--- src/rtl/led_frame_gamma_power_limiter_unit_macros.svh ---
// Assertion macros shared by the power limiter RTL
`ifndef LED_FRAME_GAMMA_POWER_LIMITER_UNIT_MACROS_SVH
`define LED_FRAME_GAMMA_POWER_LIMITER_UNIT_MACROS_SVH
`ifndef SYNTHESIS
`define LFGPL_ASSERT(name, prop, msg) \
  name: assert property (@(posedge clk_i) disable iff (!rst_ni) prop) else $error(msg);
`define LFGPL_ASSERT_NEVER(name, expr, msg) \
  name: assert property (@(posedge clk_i) disable iff (!rst_ni) !(expr)) else $error(msg);
`else
`define LFGPL_ASSERT(name, prop, msg)
`define LFGPL_ASSERT_NEVER(name, expr, msg)
`endif
`endif

--- src/rtl/lfgpl_pkg.sv ---
// Types, constants and helper functions of the frame power limiter
package lfgpl_pkg;

  localparam int unsigned MaxPixels = 256;
  localparam int unsigned AddrW     = $clog2(MaxPixels);
  localparam int unsigned CountW    = $clog2(MaxPixels + 1);
  localparam int unsigned SumW      = $clog2(MaxPixels * 1020 + 1);
  localparam int unsigned CostW     = 10;
  localparam int unsigned DriveW    = SumW + CostW;
  localparam int unsigned QuietW    = CountW + 8;
  localparam int unsigned EstW      = DriveW + 1;
  localparam int unsigned ThrW      = 28;
  localparam int unsigned AvailW    = 20;
  localparam int unsigned AvailScW  = AvailW + 8;
  localparam int unsigned RatioW    = 17;
  localparam int unsigned QuoW      = 16;
  localparam int unsigned DivW      = (DriveW > AvailScW) ? DriveW : AvailScW;
  localparam int unsigned RdProdW   = 8 + RatioW;
  localparam int unsigned PaddrW    = 5;
  localparam int unsigned RndQW     = EstW - 4;
  localparam int unsigned RcpW      = 25;
  localparam int unsigned MaProdW   = RndQW + RcpW;

  localparam logic [RatioW-1:0] RatioUnity = RatioW'(65536);
  localparam int unsigned       RoundHalf  = 2040;
  localparam longint unsigned   RndSat     = 64'd4080 * 64'd65536;
  // ceil(2^32 / 255)
  localparam logic [RcpW-1:0]   Recip255   = RcpW'(16843010);

  typedef enum logic [1:0] {
    CMD_LOAD   = 2'd0,
    CMD_FINISH = 2'd1,
    CMD_READ   = 2'd2,
    CMD_NONE   = 2'd3
  } cmd_e;

  typedef enum logic [PaddrW-3:0] {
    REG_GAIN         = 3'd0,
    REG_PIXEL_COUNT  = 3'd1,
    REG_BUDGET       = 3'd2,
    REG_CHANNEL_COST = 3'd3,
    REG_IDLE_COST    = 3'd4,
    REG_REPEATER     = 3'd5
  } reg_idx_e;

  typedef struct packed {
    logic [7:0]       gain;
    logic [8:0]       pixel_count;
    logic [15:0]      budget_ma;
    logic [CostW-1:0] channel_cost_q4;
    logic [7:0]       idle_cost_q4;
    logic             repeater_pixel;
  } cfg_t;

  typedef struct packed {
    logic accept;
    logic ld_mul;
    logic ld_scale;
    logic ld_sqr;
    logic ld_store;
    logic fn_mul;
    logic fn_sum;
    logic fn_check;
    logic fn_div;
    logic fn_commit;
    logic rd_fetch;
    logic rd_mul;
    logic rd_round;
    logic out_load;
  } dp_cmd_t;

  typedef struct packed {
    logic load_ok;
    logic need_div;
    logic div_last;
  } dp_stat_t;

  // x/255 for any 16-bit x below 65535
  function automatic logic [8:0] div255(input logic [15:0] x);
    logic [16:0] t;
    t = 17'(x) + 17'(x[15:8]) + 17'd1;
    return t[16:8];
  endfunction

endpackage

--- src/rtl/lfgpl_regs.sv ---
// APB configuration register file
module lfgpl_regs import lfgpl_pkg::*; (
  input  logic              clk_i,
  input  logic              rst_ni,
  input  logic              psel,
  input  logic              penable,
  input  logic              pwrite,
  input  logic [PaddrW-1:0] paddr,
  input  logic [31:0]       pwdata,
  output logic [31:0]       prdata,
  output logic              pready,
  output cfg_t              cfg_o
);

  cfg_t     cfg_q;
  reg_idx_e idx;

  assign pready = 1'b1;
  assign idx    = reg_idx_e'(paddr[PaddrW-1:2]);
  assign cfg_o  = cfg_q;

  always_ff @(posedge clk_i or negedge rst_ni) begin
    if (!rst_ni) begin
      cfg_q.gain            <= 8'd255;
      cfg_q.pixel_count     <= 9'd256;
      cfg_q.budget_ma       <= 16'd2000;
      cfg_q.channel_cost_q4 <= CostW'(192);
      cfg_q.idle_cost_q4    <= 8'd16;
      cfg_q.repeater_pixel  <= 1'b0;
    end else if (psel && penable && pwrite && pready) begin
      case (idx)
        REG_GAIN:         cfg_q.gain            <= pwdata[7:0];
        REG_PIXEL_COUNT:  cfg_q.pixel_count     <= pwdata[8:0];
        REG_BUDGET:       cfg_q.budget_ma       <= pwdata[15:0];
        REG_CHANNEL_COST: cfg_q.channel_cost_q4 <= pwdata[CostW-1:0];
        REG_IDLE_COST:    cfg_q.idle_cost_q4    <= pwdata[7:0];
        REG_REPEATER:     cfg_q.repeater_pixel  <= pwdata[0];
        default: ;
      endcase
    end
  end

  always_comb begin
    case (idx)
      REG_GAIN:         prdata = 32'(cfg_q.gain);
      REG_PIXEL_COUNT:  prdata = 32'(cfg_q.pixel_count);
      REG_BUDGET:       prdata = 32'(cfg_q.budget_ma);
      REG_CHANNEL_COST: prdata = 32'(cfg_q.channel_cost_q4);
      REG_IDLE_COST:    prdata = 32'(cfg_q.idle_cost_q4);
      REG_REPEATER:     prdata = 32'(cfg_q.repeater_pixel);
      default:          prdata = '0;
    endcase
  end

endmodule

--- config.mk ---
export PLATFORM = sky130hd
export DESIGN_NAME = lfgpl_regs
export DESIGN_NICKNAME = d
export VERILOG_FILES = /design/src/rtl/led_frame_gamma_power_limiter_unit_macros.svh /design/src/rtl/lfgpl_pkg.sv /design/src/rtl/lfgpl_regs.sv
export SDC_FILE = /design/constraint.sdc
export NUM_CORES = 1
export LEC_CHECK = 0
export BUFFER_PORTS_ARGS = -buffer_cell sky130_fd_sc_hd__buf_2
export CORE_ASPECT_RATIO = 0.7
export CORE_MARGIN = 2
export CORE_UTILIZATION = 50
export CTS_CLUSTER_SIZE = 8
export DETAILED_ROUTE_END_ITERATION = 6
export PLACE_DENSITY = 0.93
export SLEW_MARGIN = 20
export SYNTH_ARGS = -nofsm -noshare
export SYNTH_HDL_FRONTEND = slang
export SYNTH_SLANG_ARGS = --single-unit
--- constraint.sdc ---
create_clock -name clk_i -period 2.66 [get_ports clk_i]
set_input_delay 0.532 -clock clk_i [delete_from_list [all_inputs] [get_ports clk_i]]
set_output_delay 0.532 -clock clk_i [all_outputs]
set_load 0.05 [all_outputs]
==> Yosys cells after proc, flatten, opt, wreduce, memory -nomap -nowiden <==
Index checks and enable logic that the tools add are counted.
{ "totals": {"output_inout_bits": 85, "in_bits": 42, "elab_cells": 21, "regBits": 52} }
{ "op_classes": {"eq_ne": 5, "reduce_logical": 9, "mux": 1} }
{ "op_table": {"columns": ["operator", "count"], "rows": [
  ["one-hot mux 16 bit (6 select lines)", 1],
  ["AND reduction 2 bit", 6],
  ["equality test 3 x 2 -> 1 bit, second input constant", 2],
  ["equality test 3 bit, second input constant", 2],
  ["equality test 3 x 1 -> 1 bit, second input constant", 1],
  ["zero test 3 bit", 1],
  ["logical AND 1 bit", 2]
]} }

==> Longest topological paths before layout <==
{ "depth": {"depth_word": 3, "mapped_depth": 6, "depth_no_buf": 3} }

==> Worst setup path before layout <==
Ideal clock, no wire load.
{ "synth_path": {"path_type": "input port to output port", "start": "input paddr[2]", "end": "output prdata[1]", "path_stages": 5, "setup_slack_ns": 0.023, "n_path_buf": 2, "t_arrival_ns": 2.105, "t_required_ns": 2.128, "path_cell_list": "buf_2 buf_2 nor2b_1 a22oi_1 o22ai_1"} }
{ "synth_via": {"elab_chain_len": 2, "word_cells_on_any_way": 7, "classes_between": "5 x eq/ne; 1 x mux; 1 x reduce/logical"} }
{ "synth_rtl": {"columns": ["element", "line_no", "rtl"], "rows": [
  ["start: declaration", "lfgpl_regs.sv:8", "input logic [PaddrW-1:0] paddr,"],
  ["equality test 3 bit, or another cell as far along", "lfgpl_regs.sv:44", "case (idx)"],
  ["one-hot mux 16 bit (6 select lines) *", "lfgpl_regs.sv:44", null],
  ["end: declaration", "lfgpl_regs.sv:10", "output logic [31:0] prdata,"]
]} }
Every way passes the cells marked *; elsewhere a longest branch is shown, timed or not.

==> Worst setup path in the final report <==
{ "layout_path": {"start": "input paddr[2]", "end": "output prdata[6]"} }
Same word-level chain as after synthesis.

==> impl_results.html <==
<table>
<tr><th>Metric</th><th>Value</th></tr>
<tr><th colspan="2">Outcome</th></tr>
<tr><td>Result of the run</td><td>finished clean</td></tr>
<tr><th colspan="2">Power and ir drop</th></tr>
<tr><td>Power Density</td><td>869 nW/µm²</td></tr>
<tr><td>Pwr Total</td><td>2800 µW</td></tr>
<tr><td>P_leak</td><td>0.00164 µW</td></tr>
<tr><td>Maximum ir drop on the vdd rail</td><td>0.563 mV</td></tr>
<tr><th colspan="2">STA</th></tr>
<tr><td>Worst-margin pin slew</td><td>641 ps</td></tr>
<tr><td>Max-slew violations</td><td>0</td></tr>
<tr><td>Post-Route Skew</td><td>0 ps</td></tr>
<tr><td>Final period utilization</td><td>91.2%</td></tr>
<tr><td>Sum Neg Setup Slack</td><td>0 ps</td></tr>
<tr><td>Achievable frequency</td><td>412 MHz</td></tr>
<tr><td>Max-Slew Margin vs Limit</td><td>57.2%</td></tr>
<tr><td>Endpoints failing hold</td><td>0</td></tr>
<tr><td>Setup violations, final</td><td>0</td></tr>
<tr><td>Post-layout min period</td><td>2430 ps</td></tr>
<tr><td>Setup repair after global routing missed its margin</td><td>no</td></tr>
<tr><th colspan="2">Final layout</th></tr>
<tr><td>Share of final-layout standard cells stronger than drive strength 1</td><td>63.9%</td></tr>
<tr><td>Fin nets</td><td>337</td></tr>
<tr><td>Number of flip-flops in the largest register</td><td>52</td></tr>
<tr><td>Design area</td><td>3220 µm²</td></tr>
<tr><td>Area grow syn2layout</td><td>22.3%</td></tr>
<tr><td>Antenna cells</td><td>0</td></tr>
<tr><td>Most frequent cells in the layout</td><td>sky130_fd_sc_hd__buf_2 (91), sky130_fd_sc_hd__mux2_2 (50), sky130_fd_sc_hd__dfrtp_1 (34)</td></tr>
<tr><td>Most common cell after layout, fill and taps aside</td><td>sky130_fd_sc_hd__buf_2</td></tr>
<tr><th colspan="2">Routing</th></tr>
<tr><td>Number of iterations in the first detailed-routing pass</td><td>4</td></tr>
<tr><td>Residual DRC count</td><td>0</td></tr>
<tr><td>First DRT Iteration DRCs</td><td>53</td></tr>
<tr><td>Total Wirelength</td><td>5770 µm</td></tr>
<tr><td>Remaining antenna violation count after routing</td><td>0</td></tr>
<tr><td>Routed via count divided by cell count</td><td>5.04</td></tr>
<tr><td>Average wire per standard cell</td><td>15.7 µm</td></tr>
<tr><td>Via Count</td><td>1,854</td></tr>
<tr><th colspan="2">Worst setup path</th></tr>
<tr><td>Cell-by-cell trace of the critical path</td><td>buf_2 -&gt; nor2b_1 -&gt; a22oi_1 -&gt; o22ai_1 -&gt; buf_2</td></tr>
<tr><td>Crit. End Element</td><td>output port</td></tr>
<tr><td>Dominant cell type by count on the critical path</td><td>sky130_fd_sc_hd__buf_2</td></tr>
<tr><td>Highest fanout seen on the critical path</td><td>16</td></tr>
<tr><td>Cell type of the slowest stage on the worst timing path</td><td>sky130_fd_sc_hd__nor2b_1</td></tr>
<tr><td>Critical path data arrival time</td><td>1890 ps</td></tr>
<tr><td>Critical path's largest stage delay</td><td>410 ps</td></tr>
<tr><td>Startpoint types</td><td>primary input</td></tr>
<tr><td>Crit Reg-Reg Startpoint</td><td>cfg_o[6]$_DFFE_PN0P_</td></tr>
<tr><td>Required time at the endpoint of the critical path</td><td>2130 ps</td></tr>
<tr><td>Category of the critical setup timing path</td><td>in2out</td></tr>
<tr><td>Startpoint of the most critical setup path</td><td>paddr[2]</td></tr>
<tr><th colspan="2">Clock tree</th></tr>
<tr><td>Hold buffer count at CTS</td><td>0</td></tr>
<tr><td>Root cell of the clock tree</td><td>sky130_fd_sc_hd__clkbuf_8</td></tr>
<tr><td>Post-CTS clock slew at the launch and capture registers of the worst setup and hold paths</td><td>100 ps</td></tr>
<tr><td>Num CTS Buffers</td><td>5</td></tr>
<tr><td>Number of buffers on the longest clock path</td><td>2</td></tr>
<tr><td>Sink count of the clock tree</td><td>52</td></tr>
<tr><td>Post-CTS Setup Inserts</td><td>0</td></tr>
<tr><td>Clock tree from TritonCTS</td><td>yes</td></tr>
<tr><td># H-tree levels</td><td>2</td></tr>
<tr><td>Count of cells resized by post-cts repair</td><td>0</td></tr>
<tr><td>Insertion delay of the later-clocked pin in the worst-skew pair</td><td>300 ps</td></tr>
<tr><th colspan="2">Synth</th></tr>
<tr><td>Seq cells post-synth</td><td>52</td></tr>
<tr><td>Post-Synthesis Mean Instance Area</td><td>13.2 µm²</td></tr>
<tr><td>Number of distinct library cell variants in the gate-level netlist after synthesis</td><td>30</td></tr>
<tr><td>Post-synthesis sequential area ratio</td><td>50.2%</td></tr>
<tr><td>Cell area after synthesis</td><td>2640 µm²</td></tr>
<tr><td>Post-synthesis instance total</td><td>199</td></tr>
<tr><td>Total number of yosys warnings</td><td>0</td></tr>
<tr><th colspan="2">Die</th></tr>
<tr><td>Number of ports placed on the die boundary</td><td>127</td></tr>
<tr><td>Die width</td><td>90.8 µm</td></tr>
<tr><td>Initial cell density of the core</td><td>50.9%</td></tr>
<tr><td>Die Y</td><td>64.8 µm</td></tr>
<tr><td>Floorplan Core Area</td><td>5170 µm²</td></tr>
<tr><td>Die Footprint</td><td>5880 µm²</td></tr>
<tr><td>Std-Cell Rows</td><td>22</td></tr>
<tr><th colspan="2">Place</th></tr>
<tr><td>Number of input and output port buffers inserted</td><td>91</td></tr>
<tr><td>Instance area after placement</td><td>3120 µm²</td></tr>
<tr><td>Detailed placement HPWL</td><td>4130 µm</td></tr>
<tr><td>Routability-driven placement congestion ratio</td><td>0.815</td></tr>
<tr><th colspan="2">Global routing</th></tr>
<tr><td>Remaining Overflow, GRT</td><td>0</td></tr>
<tr><td>Number of antenna violations at the first check in global routing</td><td>0</td></tr>
<tr><td>Maximum number of pins on one net before global-route repair</td><td>53</td></tr>
<tr><td>First-pass GRT wire length</td><td>9200 µm</td></tr>
<tr><td>Number of global-route vias before repair</td><td>1,809</td></tr>
<tr><td>Global-route total usage across every layer</td><td>20.3%</td></tr>
<tr><th colspan="2">Hold path</th></tr>
<tr><td>HP Class</td><td>in2async</td></tr>
<tr><th colspan="2">Job</th></tr>
<tr><td>Max-capacitance violation count</td><td>0</td></tr>
</table>
==> cell families after synthesis <==
family / synth area share (%)
other: 0.285
AOI/OAI and AO/OA: 5.41
and+or+nand+nor: 7.74
DFF: 50.2
muxes: 29.0
buffers and inverters: 7.31
==> synthesized netlist by cell type <==
library cell	count	share of area, %
sky130_fd_sc_hd__mux2_2	50	21
sky130_fd_sc_hd__dfrtp_1	34	32
sky130_fd_sc_hd__dfstp_2	18	18
sky130_fd_sc_hd__buf_4	17	4.8
sky130_fd_sc_hd__mux2_4	8	4.6
sky130_fd_sc_hd__o22ai_1	8	1.9
sky130_fd_sc_hd__a21oi_1	6	1.1
sky130_fd_sc_hd__and2_1	6	1.4
sky130_fd_sc_hd__mux2i_1	6	2.3
sky130_fd_sc_hd__a22oi_1	5	1.4
sky130_fd_sc_hd__nor3b_1	5	1.4
sky130_fd_sc_hd__buf_2	4	0.76
sky130_fd_sc_hd__clkbuf_1	3	0.43
sky130_fd_sc_hd__inv_1	3	0.43
sky130_fd_sc_hd__nor2_1	3	0.43
sky130_fd_sc_hd__buf_6	2	0.85
sky130_fd_sc_hd__conb_1	2	0.28
sky130_fd_sc_hd__nand2_1	2	0.28
sky130_fd_sc_hd__nand2b_1	2	0.47
sky130_fd_sc_hd__nor2_2	2	0.47
sky130_fd_sc_hd__nor2b_1	2	0.47
sky130_fd_sc_hd__o21a_1	2	0.57
sky130_fd_sc_hd__o21ai_0	2	0.38
sky130_fd_sc_hd__mux4_2	1	0.85
sky130_fd_sc_hd__nand3b_1	1	0.28
sky130_fd_sc_hd__nand4_1	1	0.24
sky130_fd_sc_hd__nand4b_4	1	0.90
sky130_fd_sc_hd__nor3_2	1	0.38
sky130_fd_sc_hd__nor3b_4	1	0.71
sky130_fd_sc_hd__or3_1	1	0.24
==> critical path, delay by kind of cell <==
family | cells | cell delay, ps
AND/OR/NAND/NOR | 1 | 410
AO/OA/AOI/OAI | 2 | 340
buffers and inverters | 2 | 620
==> report_power, final <==
part           switching (µW)  internal, µW
Clock                     252           238
Combinational             886           325
Sequential                117           985
Total                    1250          1550
==> layout make-up <==
class / instances / area (µm²)
fillers: 434 / 1950
flip-flops and latches: 52 / 1320
multi-input cells: 133 / 1180
repair buffers: 100 / 523
clock buffers: 8 / 100
well taps: 72 / 90.1
inverters: 3 / 11.3
==> through the flow <==
stage | setup WS [ps] | util [%] | instances | hold WS (ps)
floorplan | 23.0 | - | 214 | 236
global placement | 237 | 60.4 | 360 | 502
detailed placement | 239 | 60.4 | 360 | 513
CTS | 234 | 62.3 | 368 | 343
global route | 139 | 62.3 | 368 | 372
finish | 234 | 62.3 | 368 | 313
==> routing by layer <==
layer  share of wire [%]  vias up  global-route usage [%]
li1                    -      868                       -
met1                  46      918                    26.3
met2                  47       64                    34.4
met3                 6.1        4                    5.81
met4                0.66        0                    4.17
met5                   0        -                       0
==> path summary, 6_finish.rpt <==
path	end	slack (ps)	depth (start not counted)
hold reg to reg	cfg_o[31]$_DFFE_PN0P_	530	1
hold / removal	cfg_o[1]$_DFFE_PN0P_	310	2
setup / recovery	prdata[6]	230	5
setup reg to reg	cfg_o[6]$_DFFE_PN0P_	1860	1
max in group asynchronous	cfg_o[39]$_DFFE_PN0P_	1890	2
min in group clk_i	cfg_o[31]$_DFFE_PN0P_	460	2
No activity file was read; power rests on OpenSTA's default activity.
