### src/rtl/led_frame_gamma_power_limiter_unit_macros.svh
// Assertion macros shared by the power limiter RTL
`ifndef LED_FRAME_GAMMA_POWER_LIMITER_UNIT_MACROS_SVH
`define LED_FRAME_GAMMA_POWER_LIMITER_UNIT_MACROS_SVH
`ifndef SYNTHESIS
`define LFGPL_ASSERT(name, prop, msg) \
  name: assert property (@(posedge clk_i) disable iff (!rst_ni) prop) else $error(msg);
`define LFGPL_ASSERT_NEVER(name, expr, msg) \
  name: assert property (@(posedge clk_i) disable iff (!rst_ni) !(expr)) else $error(msg);
`else
`define LFGPL_ASSERT(name, prop, msg)
`define LFGPL_ASSERT_NEVER(name, expr, msg)
`endif
`endif

### src/rtl/lfgpl_pkg.sv
// Types, constants and helper functions of the frame power limiter
package lfgpl_pkg;

  localparam int unsigned MaxPixels = 256;
  localparam int unsigned AddrW     = $clog2(MaxPixels);
  localparam int unsigned CountW    = $clog2(MaxPixels + 1);
  localparam int unsigned SumW      = $clog2(MaxPixels * 1020 + 1);
  localparam int unsigned CostW     = 10;
  localparam int unsigned DriveW    = SumW + CostW;
  localparam int unsigned QuietW    = CountW + 8;
  localparam int unsigned EstW      = DriveW + 1;
  localparam int unsigned ThrW      = 28;
  localparam int unsigned AvailW    = 20;
  localparam int unsigned AvailScW  = AvailW + 8;
  localparam int unsigned RatioW    = 17;
  localparam int unsigned QuoW      = 16;
  localparam int unsigned DivW      = (DriveW > AvailScW) ? DriveW : AvailScW;
  localparam int unsigned RdProdW   = 8 + RatioW;
  localparam int unsigned PaddrW    = 5;
  localparam int unsigned RndQW     = EstW - 4;
  localparam int unsigned RcpW      = 25;
  localparam int unsigned MaProdW   = RndQW + RcpW;

  localparam logic [RatioW-1:0] RatioUnity = RatioW'(65536);
  localparam int unsigned       RoundHalf  = 2040;
  localparam longint unsigned   RndSat     = 64'd4080 * 64'd65536;
  // ceil(2^32 / 255)
  localparam logic [RcpW-1:0]   Recip255   = RcpW'(16843010);

  typedef enum logic [1:0] {
    CMD_LOAD   = 2'd0,
    CMD_FINISH = 2'd1,
    CMD_READ   = 2'd2,
    CMD_NONE   = 2'd3
  } cmd_e;

  typedef enum logic [PaddrW-3:0] {
    REG_GAIN         = 3'd0,
    REG_PIXEL_COUNT  = 3'd1,
    REG_BUDGET       = 3'd2,
    REG_CHANNEL_COST = 3'd3,
    REG_IDLE_COST    = 3'd4,
    REG_REPEATER     = 3'd5
  } reg_idx_e;

  typedef struct packed {
    logic [7:0]       gain;
    logic [8:0]       pixel_count;
    logic [15:0]      budget_ma;
    logic [CostW-1:0] channel_cost_q4;
    logic [7:0]       idle_cost_q4;
    logic             repeater_pixel;
  } cfg_t;

  typedef struct packed {
    logic accept;
    logic ld_mul;
    logic ld_scale;
    logic ld_sqr;
    logic ld_store;
    logic fn_mul;
    logic fn_sum;
    logic fn_check;
    logic fn_div;
    logic fn_commit;
    logic rd_fetch;
    logic rd_mul;
    logic rd_round;
    logic out_load;
  } dp_cmd_t;

  typedef struct packed {
    logic load_ok;
    logic need_div;
    logic div_last;
  } dp_stat_t;

  // x/255 for any 16-bit x below 65535
  function automatic logic [8:0] div255(input logic [15:0] x);
    logic [16:0] t;
    t = 17'(x) + 17'(x[15:8]) + 17'd1;
    return t[16:8];
  endfunction

endpackage

### src/rtl/lfgpl_ctrl.sv
// Controller: sequences load, finish and read words through the datapath
`include "led_frame_gamma_power_limiter_unit_macros.svh"
module lfgpl_ctrl import lfgpl_pkg::*; (
  input  logic     clk_i,
  input  logic     rst_ni,
  input  logic     in_valid_i,
  input  cmd_e     in_command_i,
  output logic     in_ready_o,
  output logic     out_valid_o,
  input  logic     out_ready_i,
  input  dp_stat_t stat_i,
  output dp_cmd_t  cmd_o
);

  typedef enum logic [13:0] {
    ST_IDLE      = 14'h0001,
    ST_LD_MUL    = 14'h0002,
    ST_LD_SCALE  = 14'h0004,
    ST_LD_SQR    = 14'h0008,
    ST_LD_STORE  = 14'h0010,
    ST_FN_MUL    = 14'h0020,
    ST_FN_SUM    = 14'h0040,
    ST_FN_CHECK  = 14'h0080,
    ST_FN_DIV    = 14'h0100,
    ST_FN_COMMIT = 14'h0200,
    ST_RD_FETCH  = 14'h0400,
    ST_RD_MUL    = 14'h0800,
    ST_RD_ROUND  = 14'h1000,
    ST_EMIT      = 14'h2000
  } state_e;

  state_e state_q, state_d;
  logic   out_valid_q, out_valid_d;

  assign in_ready_o  = state_q == ST_IDLE;
  assign out_valid_o = out_valid_q;

  always_comb begin
    state_d = state_q;
    cmd_o   = '0;
    case (state_q)
      ST_IDLE: begin
        if (in_valid_i) begin
          cmd_o.accept = 1'b1;
          case (in_command_i)
            CMD_LOAD:   state_d = stat_i.load_ok ? ST_LD_MUL : ST_EMIT;
            CMD_FINISH: state_d = ST_FN_MUL;
            CMD_READ:   state_d = ST_RD_FETCH;
            default:    state_d = ST_EMIT;
          endcase
        end
      end
      ST_LD_MUL: begin
        cmd_o.ld_mul = 1'b1;
        state_d      = ST_LD_SCALE;
      end
      ST_LD_SCALE: begin
        cmd_o.ld_scale = 1'b1;
        state_d        = ST_LD_SQR;
      end
      ST_LD_SQR: begin
        cmd_o.ld_sqr = 1'b1;
        state_d      = ST_LD_STORE;
      end
      ST_LD_STORE: begin
        cmd_o.ld_store = 1'b1;
        state_d        = ST_EMIT;
      end
      ST_FN_MUL: begin
        cmd_o.fn_mul = 1'b1;
        state_d      = ST_FN_SUM;
      end
      ST_FN_SUM: begin
        cmd_o.fn_sum = 1'b1;
        state_d      = ST_FN_CHECK;
      end
      ST_FN_CHECK: begin
        cmd_o.fn_check = 1'b1;
        state_d        = stat_i.need_div ? ST_FN_DIV : ST_FN_COMMIT;
      end
      ST_FN_DIV: begin
        cmd_o.fn_div = 1'b1;
        if (stat_i.div_last) begin
          state_d = ST_FN_COMMIT;
        end
      end
      ST_FN_COMMIT: begin
        cmd_o.fn_commit = 1'b1;
        state_d         = ST_EMIT;
      end
      ST_RD_FETCH: begin
        cmd_o.rd_fetch = 1'b1;
        state_d        = ST_RD_MUL;
      end
      ST_RD_MUL: begin
        cmd_o.rd_mul = 1'b1;
        state_d      = ST_RD_ROUND;
      end
      ST_RD_ROUND: begin
        cmd_o.rd_round = 1'b1;
        state_d        = ST_EMIT;
      end
      ST_EMIT: begin
        // wait for the output register to drain
        if (!out_valid_q || out_ready_i) begin
          cmd_o.out_load = 1'b1;
          state_d        = ST_IDLE;
        end
      end
      default: state_d = ST_IDLE;
    endcase
  end

  assign out_valid_d = cmd_o.out_load || (out_valid_q && !out_ready_i);

  always_ff @(posedge clk_i or negedge rst_ni) begin
    if (!rst_ni) begin
      state_q     <= ST_IDLE;
      out_valid_q <= 1'b0;
    end else begin
      state_q     <= state_d;
      out_valid_q <= out_valid_d;
    end
  end

  `LFGPL_ASSERT(a_ctrl_finish_path, (state_q == ST_IDLE) && in_valid_i && (in_command_i == CMD_FINISH) |=> (state_q == ST_FN_MUL), "finish word not sequenced")
  `LFGPL_ASSERT(a_ctrl_valid_from_emit, $rose(out_valid_q) |-> $past(state_q == ST_EMIT), "result shown outside emit")

endmodule

### config.mk
export PLATFORM = sky130hd
export DESIGN_NAME = lfgpl_ctrl
export DESIGN_NICKNAME = d
export VERILOG_FILES = /design/src/rtl/lfgpl_pkg.sv /design/src/rtl/lfgpl_ctrl.sv
export VERILOG_INCLUDE_DIRS = /design/src /design/src/rtl
export SDC_FILE = /design/constraint.sdc
export NUM_CORES = 1
export LEC_CHECK = 0
export BUFFER_PORTS_ARGS = -buffer_cell sky130_fd_sc_hd__buf_2
export CAP_MARGIN = 20
export CORE_MARGIN = 3
export CORE_UTILIZATION = 45
export DETAILED_ROUTE_END_ITERATION = 16
export PLACE_DENSITY_LB_ADDON = 0.3
export SYNTH_ARGS = -nofsm -noshare
export SYNTH_HDL_FRONTEND = slang
export SYNTH_SLANG_ARGS = --single-unit
### constraint.sdc
create_clock -name clk_i -period 3.2 [get_ports clk_i]
set_clock_uncertainty 0.15 [all_clocks]
set_input_delay 0.48 -clock clk_i [delete_from_list [all_inputs] [get_ports clk_i]]
set_output_delay 0.48 -clock clk_i [all_outputs]
set_load 0.02 [all_outputs]
# Yosys cells after proc, flatten, opt, wreduce, memory -nomap -nowiden
# Index checks and enable logic that the tools add are counted.
[word_totals] register_bits=15 output_inout_bits=16 elab_cells=52
[op_classes] n_eq_ne=19 mux=23 reduce_logical=8
[ops] op="$pmux 14 s12" n=1
[ops] op="$mux 14" n=4
[ops] op="$pmux 14 s3" n=1
[ops] op="$mux 1" n=16
[ops] op="$eq 14x1->1 const B" n=1
[ops] op="$eq 14x10->1 const B" n=1
[ops] op="$eq 14x11->1 const B" n=1
[ops] op="$eq 14x12->1 const B" n=1
[ops] op="$eq 14x13->1 const B" n=1
[ops] op="$eq 14x14->1 const B" n=1
[ops] op="$eq 14x2->1 const B" n=1
[ops] op="$eq 14x3->1 const B" n=1
[ops] op="$eq 14x4->1 const B" n=1
[ops] op="$eq 14x5->1 const B" n=1
[ops] op="$eq 14x6->1 const B" n=1
[ops] op="$eq 14x7->1 const B" n=1
[ops] op="$eq 14x8->1 const B" n=1
[ops] op="$eq 14x9->1 const B" n=1
[ops] op="$mux 10" n=1
[ops] op="$ne 2x2->1 const B" n=3
[ops] op="$reduce_and 3->1" n=1
[ops] op="$reduce_or 3->1" n=1
[ops] op="$eq 2x1->1 const B" n=1
[ops] op="$eq 2x2->1 const B" n=1
[ops] op="4 further kinds" n=6

# Depth between registers and ports, before layout
# Gate-level depths: netlist of the first run.
[logic_depth] word_depth=5 mapped_depth=7

# Worst setup path after synthesis of the first run
# OpenSTA, ideal clock, no wires.
[synth_path] path_kind="register -> output" from="register state_q[8]" to="output port cmd_o[7] in the netlist's numbering" t_arrival_ns=2.422 slack_ns=0.148 stages_incl_launch_ff=6 path_buffers=2 path_cell_list="dfrtp_1 or4_1 buf_2 or4_4 buf_6 nor4b_1"
[synth_lines] item="start, declared" line="lfgpl_ctrl.sv:32" rtl="state_e state_q, state_d;"
[synth_lines] item="start signal, assigned" line="lfgpl_ctrl.sv:121" rtl="state_q <= state_d;"
[synth_lines] item="end, declared" line="lfgpl_ctrl.sv:12" rtl="output dp_cmd_t cmd_o"

==> results by group, run 1 <==
Run status
  – Status: finished, final reports clean

Yosys
  – Area contributors post-synth: dfrtp_1, nor3b_1, and3_1
  – Yosys top cell by area: dfrtp_1
  – Async SR Flop Fraction: 1.00
  – Post-synth top area share: 0.359
  – Post-Syn Area per Cell: 9.56 µm²
  – Syn Inst Count: 102
  – Synth unique cells: 39
  – Synth top cells by count: dfrtp_1, nor3b_1, and3_1, nor2_1
  – Sequential-to-total area share from yosys stat: 0.386
  – Synth Register Bits: 15
  – Synthesized area: 975 µm²
  – Post-synth EDFFs: 0
  – Top_reg_cell synth: dfrtp_1
  – Most frequent cell after synthesis: dfrtp_1
  – Yosys warns: 0
  – Syn_nets: 114

Floorplanning
  – Initial core utilization: 0.487
  – Die Span Y: between 50 and 60 µm
  – Total die area: 2760 µm²
  – Die W: roughly 53 µm
  – Num ports: 25
  – # rows: 16
  – Core area: 2000 µm²

Critical path
  – Total stage count of the critical path: 4
  – RR Startpoint: state_q[8]
  – Cell repeated most along the worst path: or4_4
  – R2R Setup Slk: 0.84 ns
  – Worst Path Max Fanout: 6
  – WP data required: 2.57 ns
  – Cell family with most CP delay: simple AND/OR/NAND/NOR gates
  – Slowest stage delay, CP: approximately 0.60 ns
  – FF-to-FF path depth: 5
  – Startpoint types: flip-flop
  – CP Class: flip-flop to primary output
  – Critical path's slowest cell: or4_4
  – Worst-path cell chain: or4_4 -> or4_4 -> nor4b_1 -> buf_2
  – Reg-to-reg endpoint: state_q[0]
  – WP buf/inv: 1
  – End of the critical path: cmd_o[7]
  – CP Launch Point: state_q[8]
  – Worst Setup End Kind: primary output
  – WP data arrival: 2.43 ns

Run
  – Max cap viols: 0

Finish
  – Non-Filler Instances: 151
  – Diodes inserted: 0
  – Area Growth Syn to Fin: 18.9%
  – Final #Nets: 137
  – Layout cells sized above 1: 0.315
  – Post-layout util: 0.579

Route
  – Routed Antenna Nets: 0
  – DR WL/cell: 14.5 µm
  – Initial DRC count: 22
  – DRC errors left: 0
  – Via density: 5.68
  – Post-Route WL: 2200 µm
  – DR vias: 858
  – Pre-antenna DRT Iters: 4

Placement
  – HPWL after DPL: 1590 µm
  – Buffers on Ports: 24
  – Placed insts: approximately 150
  – Routability Congestion: 0.794
  – Pre-CTS WS: approximately 0.32 ns

Clocking
  – Worst-path clk slew: 0.09 ns
  – Total CTS buffers: 3
  – Clk root buf: clkbuf_4
  – CTS tree: built
  – TritonCTS Sinks: 15
  – Post-CTS setup buffer count: 0
  – Clock Tree Buf Depth: 2
  – Clk Latency, worst-skew pair: 0.28 ns
  – H-Tree Level Count: 1

Global route
  – Initial antenna violation count: 0
  – GR Overflow Total: 0
  – Pin count of the biggest net entering global routing: 16
  – Vias in the first global route: between 800 and 900
  – Gr usage total: 0.176
  – First-pass GRT wire length: 3630 µm

STA
  – Worst-Margin Slew: 0.471 ns
  – Final max-slew violation count: 0
  – RSZ-0062 raised after global routing: false
  – Hold Vio Cnt, Final: 0
  – Tmin final: 3.06 ns
  – Period utilisation layout: 0.957
  – Final worst slack: roughly 0.14 ns
  – Setup TNS: 0 ns
  – Relative slew slack: 0.683
  – Hold WS: 0.246 ns
  – Fmax: roughly 330 MHz
  – Final setup fails: 0

Power and ir drop
  – P_leak: 0.582 nW
  – P per Cell Area: 619 nW/µm²
  – VDD IR-drop max: 0.411 mV

Min path
  – HP Class: input port to flip-flop
-- logic make-up after synthesis --
logic type      share of synthesized area
xor+xnor                           0.0360
simple gates                        0.383
buf+inv                            0.0565
flops                               0.386
compound gates                     0.0783
mux                                0.0218
fa+ha+maj                          0.0385
-- routing by layer --
layer	up-vias	share of wire	wire length [µm]	track usage
li1	416	-	-	-
met1	413	0.40	889	0.219
met2	27	0.54	1180	0.306
met3	2	0.053	116	0.0513
met4	0	0.0059	13	0.0255
met5	-	0	0	0
-- flip-flops by register name, summed over array words and instances, names as in the netlist --
signal and count:
state_q 14, out_valid_o 1
-- area by class of cell --
type | count | area [µm²]
fill | 191 | 843
multi-input combinational | 75 | 569
sequential | 15 | 377
timing repair buffer | 26 | 138
tap | 27 | 33.8
clock buffer | 4 | 26.3
inverter | 4 | 15.0
-- power breakdown --
part	switching (mW)	internal, mW
registers	0.0348	0.220
logic	0.204	0.152
clock network	0.0592	0.0483
-- worst min-delay path by stage --
| stage | startpoint | to | depth (start not counted) |
|---|---|---|---|
| finish | stat_i[0] | state_q[8] | 2 |
| detailed placement | rst_ni | state_q[3] | 1 |
| global placement | rst_ni | state_q[3] | 1 |
| CTS | stat_i[0] | state_q[8] | 2 |
| global route | stat_i[0] | state_q[8] | 2 |
| floorplan | rst_ni | out_valid_o | 0 |
-- repair_timing --
| action | in CTS | in global routing |
|---|---|---|
| endpoints found under the setup margin | 1 | 1 |
| hold buffers | 1 | 0 |
| hold endpoints to repair | 14 | 0 |
| resized for setup | 1 | 4 |
-- through the flow --
| step | power (mW) | cell area, µm² |
|---|---|---|
| CTS | 0.698 | 1140 |
| detailed placement | 0.578 | 1100 |
| floorplan | 0.510 | 975 |
| global placement | 0.572 | 1100 |
| finish | 0.718 | 1160 |
| global route | 0.771 | 1160 |
-- cells in the final DEF (no fill, tap or decap), types with 2 or more instances in the layout --
cell type  instances
clkbuf_4           3
nor3_1             2
nand2_1            3
nor4b_1            4
nor4_1             3
buf_2             24
or4_4              4
nand2b_1           4
xor2_1             3
inv_1              4
o21ai_0            4
nand4_1            2
ha_1               3
and3_1             6
nor2_1             6
dfrtp_1           14
nor3b_1           11
a21oi_1            2
(Power assumes the default switching activity.)
==> inputs of run 2 (changes only) <==
--- a/config.mk
+++ b/config.mk
@@ -8,6 +8,7 @@
 export LEC_CHECK = 0
 export BUFFER_PORTS_ARGS = -buffer_cell sky130_fd_sc_hd__buf_2
 export CAP_MARGIN = 20
+export CORE_ASPECT_RATIO = 1.2
 export CORE_MARGIN = 3
 export CORE_UTILIZATION = 45
 export DETAILED_ROUTE_END_ITERATION = 16
==> results by group, run 2 (same netlist as run 1, synthesis figures left out) <==
Clocking
  – Total CTS buffers: 3
  – TritonCTS Sinks: 15
  – CTS tree: built
  – Clock Tree Buf Depth: 2
  – H-Tree Level Count: 1
  – Worst-path clk slew: ~0.09 ns
  – Clk Latency, worst-skew pair: approximately 0.30 ns
  – Clk root buf: clkbuf_4

Global route
  – Pin count of the biggest net entering global routing: 16
  – Vias in the first global route: roughly 800
  – Gr usage total: 0.162
  – GR Overflow Total: 0
  – First-pass GRT wire length: ~3500 µm
  – Initial antenna violation count: 0

Critical path
  – RR Startpoint: state_q[8]
  – R2R Setup Slk: between 0.8 and 0.9 ns
  – FF-to-FF path depth: 5
  – CP Class: flip-flop to primary output
  – WP buf/inv: 1
  – CP Launch Point: state_q[7]
  – Cell family with most CP delay: simple AND/OR/NAND/NOR gates
  – Critical path's slowest cell: or4_4
  – Reg-to-reg endpoint: state_q[0]
  – Startpoint types: flip-flop
  – WP data arrival: 2.44 ns
  – WP data required: ~2.6 ns
  – Worst Setup End Kind: primary output
  – Worst Path Max Fanout: 10
  – Slowest stage delay, CP: 0.56 ns
  – Worst-path cell chain: or4_4 -> nor4_4 -> nand2b_1 -> or3b_4 -> nor2b_1 -> buf_2

Floorplanning
  – Num ports: 25
  – Die Span Y: 57.0 µm
  – # rows: 17
  – Total die area: between 2000 and 3000 µm²
  – Initial core utilization: 0.504
  – Die W: slightly below 50 µm
  – Core area: 1940 µm²

Finish
  – Final #Nets: 137
  – Number of flip-flops in the largest register: 14
  – Most flops, register: state_q
  – Area Growth Syn to Fin: 21.4%
  – Commonest non-fill, non-tap cell in the layout: buf_2
  – Diodes inserted: 0
  – Filler cells: 177
  – Most frequent cells in the layout: buf_2, nor3b_1, dfrtp_1
  – Layout cells sized above 1: 0.371

Min path
  – Worst hold start: stat_i[0]
  – Hold Path End: state_q[8]
  – HP Class: input port to flip-flop
  – Worst hold path stage count: 2

Run
  – Max cap viols: 0

Placement
  – Buffers on Ports: 24
  – Routability Congestion: 0.827
  – HPWL after DPL: approximately 1600 µm
  – Pre-CTS WS: 0.260 ns

STA
  – Tmin final: 3.07 ns
  – RSZ-0062 raised after global routing: false
  – Final worst slack: 0.130 ns
  – Setup TNS: 0 ns
  – Final max-slew violation count: 0
  – Fmax: about 330 MHz
  – Hold Vio Cnt, Final: 0
  – Worst-Margin Slew: 0.463 ns
  – Final setup fails: 0
  – Relative slew slack: 0.688
  – Period utilisation layout: 0.959

Power and ir drop
  – Clock share of power: 0.154
  – Total power: 0.736 mW
  – Pint: 0.425 mW
  – P_leak: between 0.5 and 0.6 nW
  – Net Sw Frac: 0.423
  – P per Cell Area: about 620 nW/µm²
  – Sw Pwr: roughly 0.31 mW
  – Seq pwr share: 0.348
  – Gate power share: 0.498
  – VDD IR-drop max: 0.441 mV

Route
  – Initial DRC count: 20
  – Post-Route WL: between 2000 and 2500 µm
  – DRC errors left: 0
  – Via density: approximately 5.8
  – Routed Antenna Nets: 0
  – Pre-antenna DRT Iters: 4
  – DR WL/cell: 14.5 µm
  – DR vias: 877

Run status
  – Status: finished, final reports clean
## run 2: worst max path at each step
stage | slack [ns] | cells past startpoint | end
6_report | 0.13 | 6 | cmd_o[0]
2_1_floorplan | 0.15 | 5 | cmd_o[7]
3_3_place_gp | 0.35 | 6 | cmd_o[0]
5_1_grt | 0.02 | 6 | cmd_o[0]
3_5_place_dp | 0.26 | 6 | cmd_o[0]
4_1_cts | 0.006 | 6 | cmd_o[0]
## run 2: what timing repair did
item                                    4_1_cts  5_1_grt
setup buffers                                 0        1
resized for setup                             1       12
endpoints found under the setup margin        1        4
pin swaps                                     0        1
hold buffers                                  1        0
hold endpoints to repair                     14        0
## run 2: worst reg2reg max path, cell delays in order (launching register included)
cell and delay, ns:
dfrtp_1 0.45, or4_4 0.62, or4_4 0.56, a2bb2oi_1 0.17, and4_1 0.20, o21a_1 0.16
## run 2: final cells by class
| type | instances | area (µm²) | area share |
|---|---|---|---|
| flip-flops and latches | 15 | 383 | 0.323 |
| inverters | 4 | 15.0 | 0.0127 |
| repair buffers | 26 | 138 | 0.116 |
| clock buffers | 4 | 26.3 | 0.0222 |
| well taps | 28 | 35.0 | 0.0296 |
| multi-input cells | 75 | 587 | 0.496 |
## run 2: through the flow
step	cells	util	area, µm²	hold WS, ns
6_report	152	0.612	1180	0.239
2_1_floorplan	102	-	975	0.0344
4_1_cts	151	0.585	1130	0.247
5_1_grt	152	0.612	1180	0.264
3_5_place_dp	146	0.563	1090	0.252
3_3_place_gp	146	0.563	1090	0.252
## run 2: per-layer routing
layer,share of wire,track usage,vias up
met5,0,0,-
met4,0.036,0.102,0
met3,0.056,0.0183,11
met2,0.53,0.285,35
met1,0.38,0.190,409
li1,-,-,422
## run 2: power by group through the flow
stage               logic, mW  registers (mW)  clock network (mW)
finish                  0.366           0.256               0.113
global route            0.404           0.261               0.121
CTS                     0.321           0.252               0.114
detailed placement      0.313           0.255                   0
global placement        0.306           0.253                   0
floorplan               0.260           0.250                   0
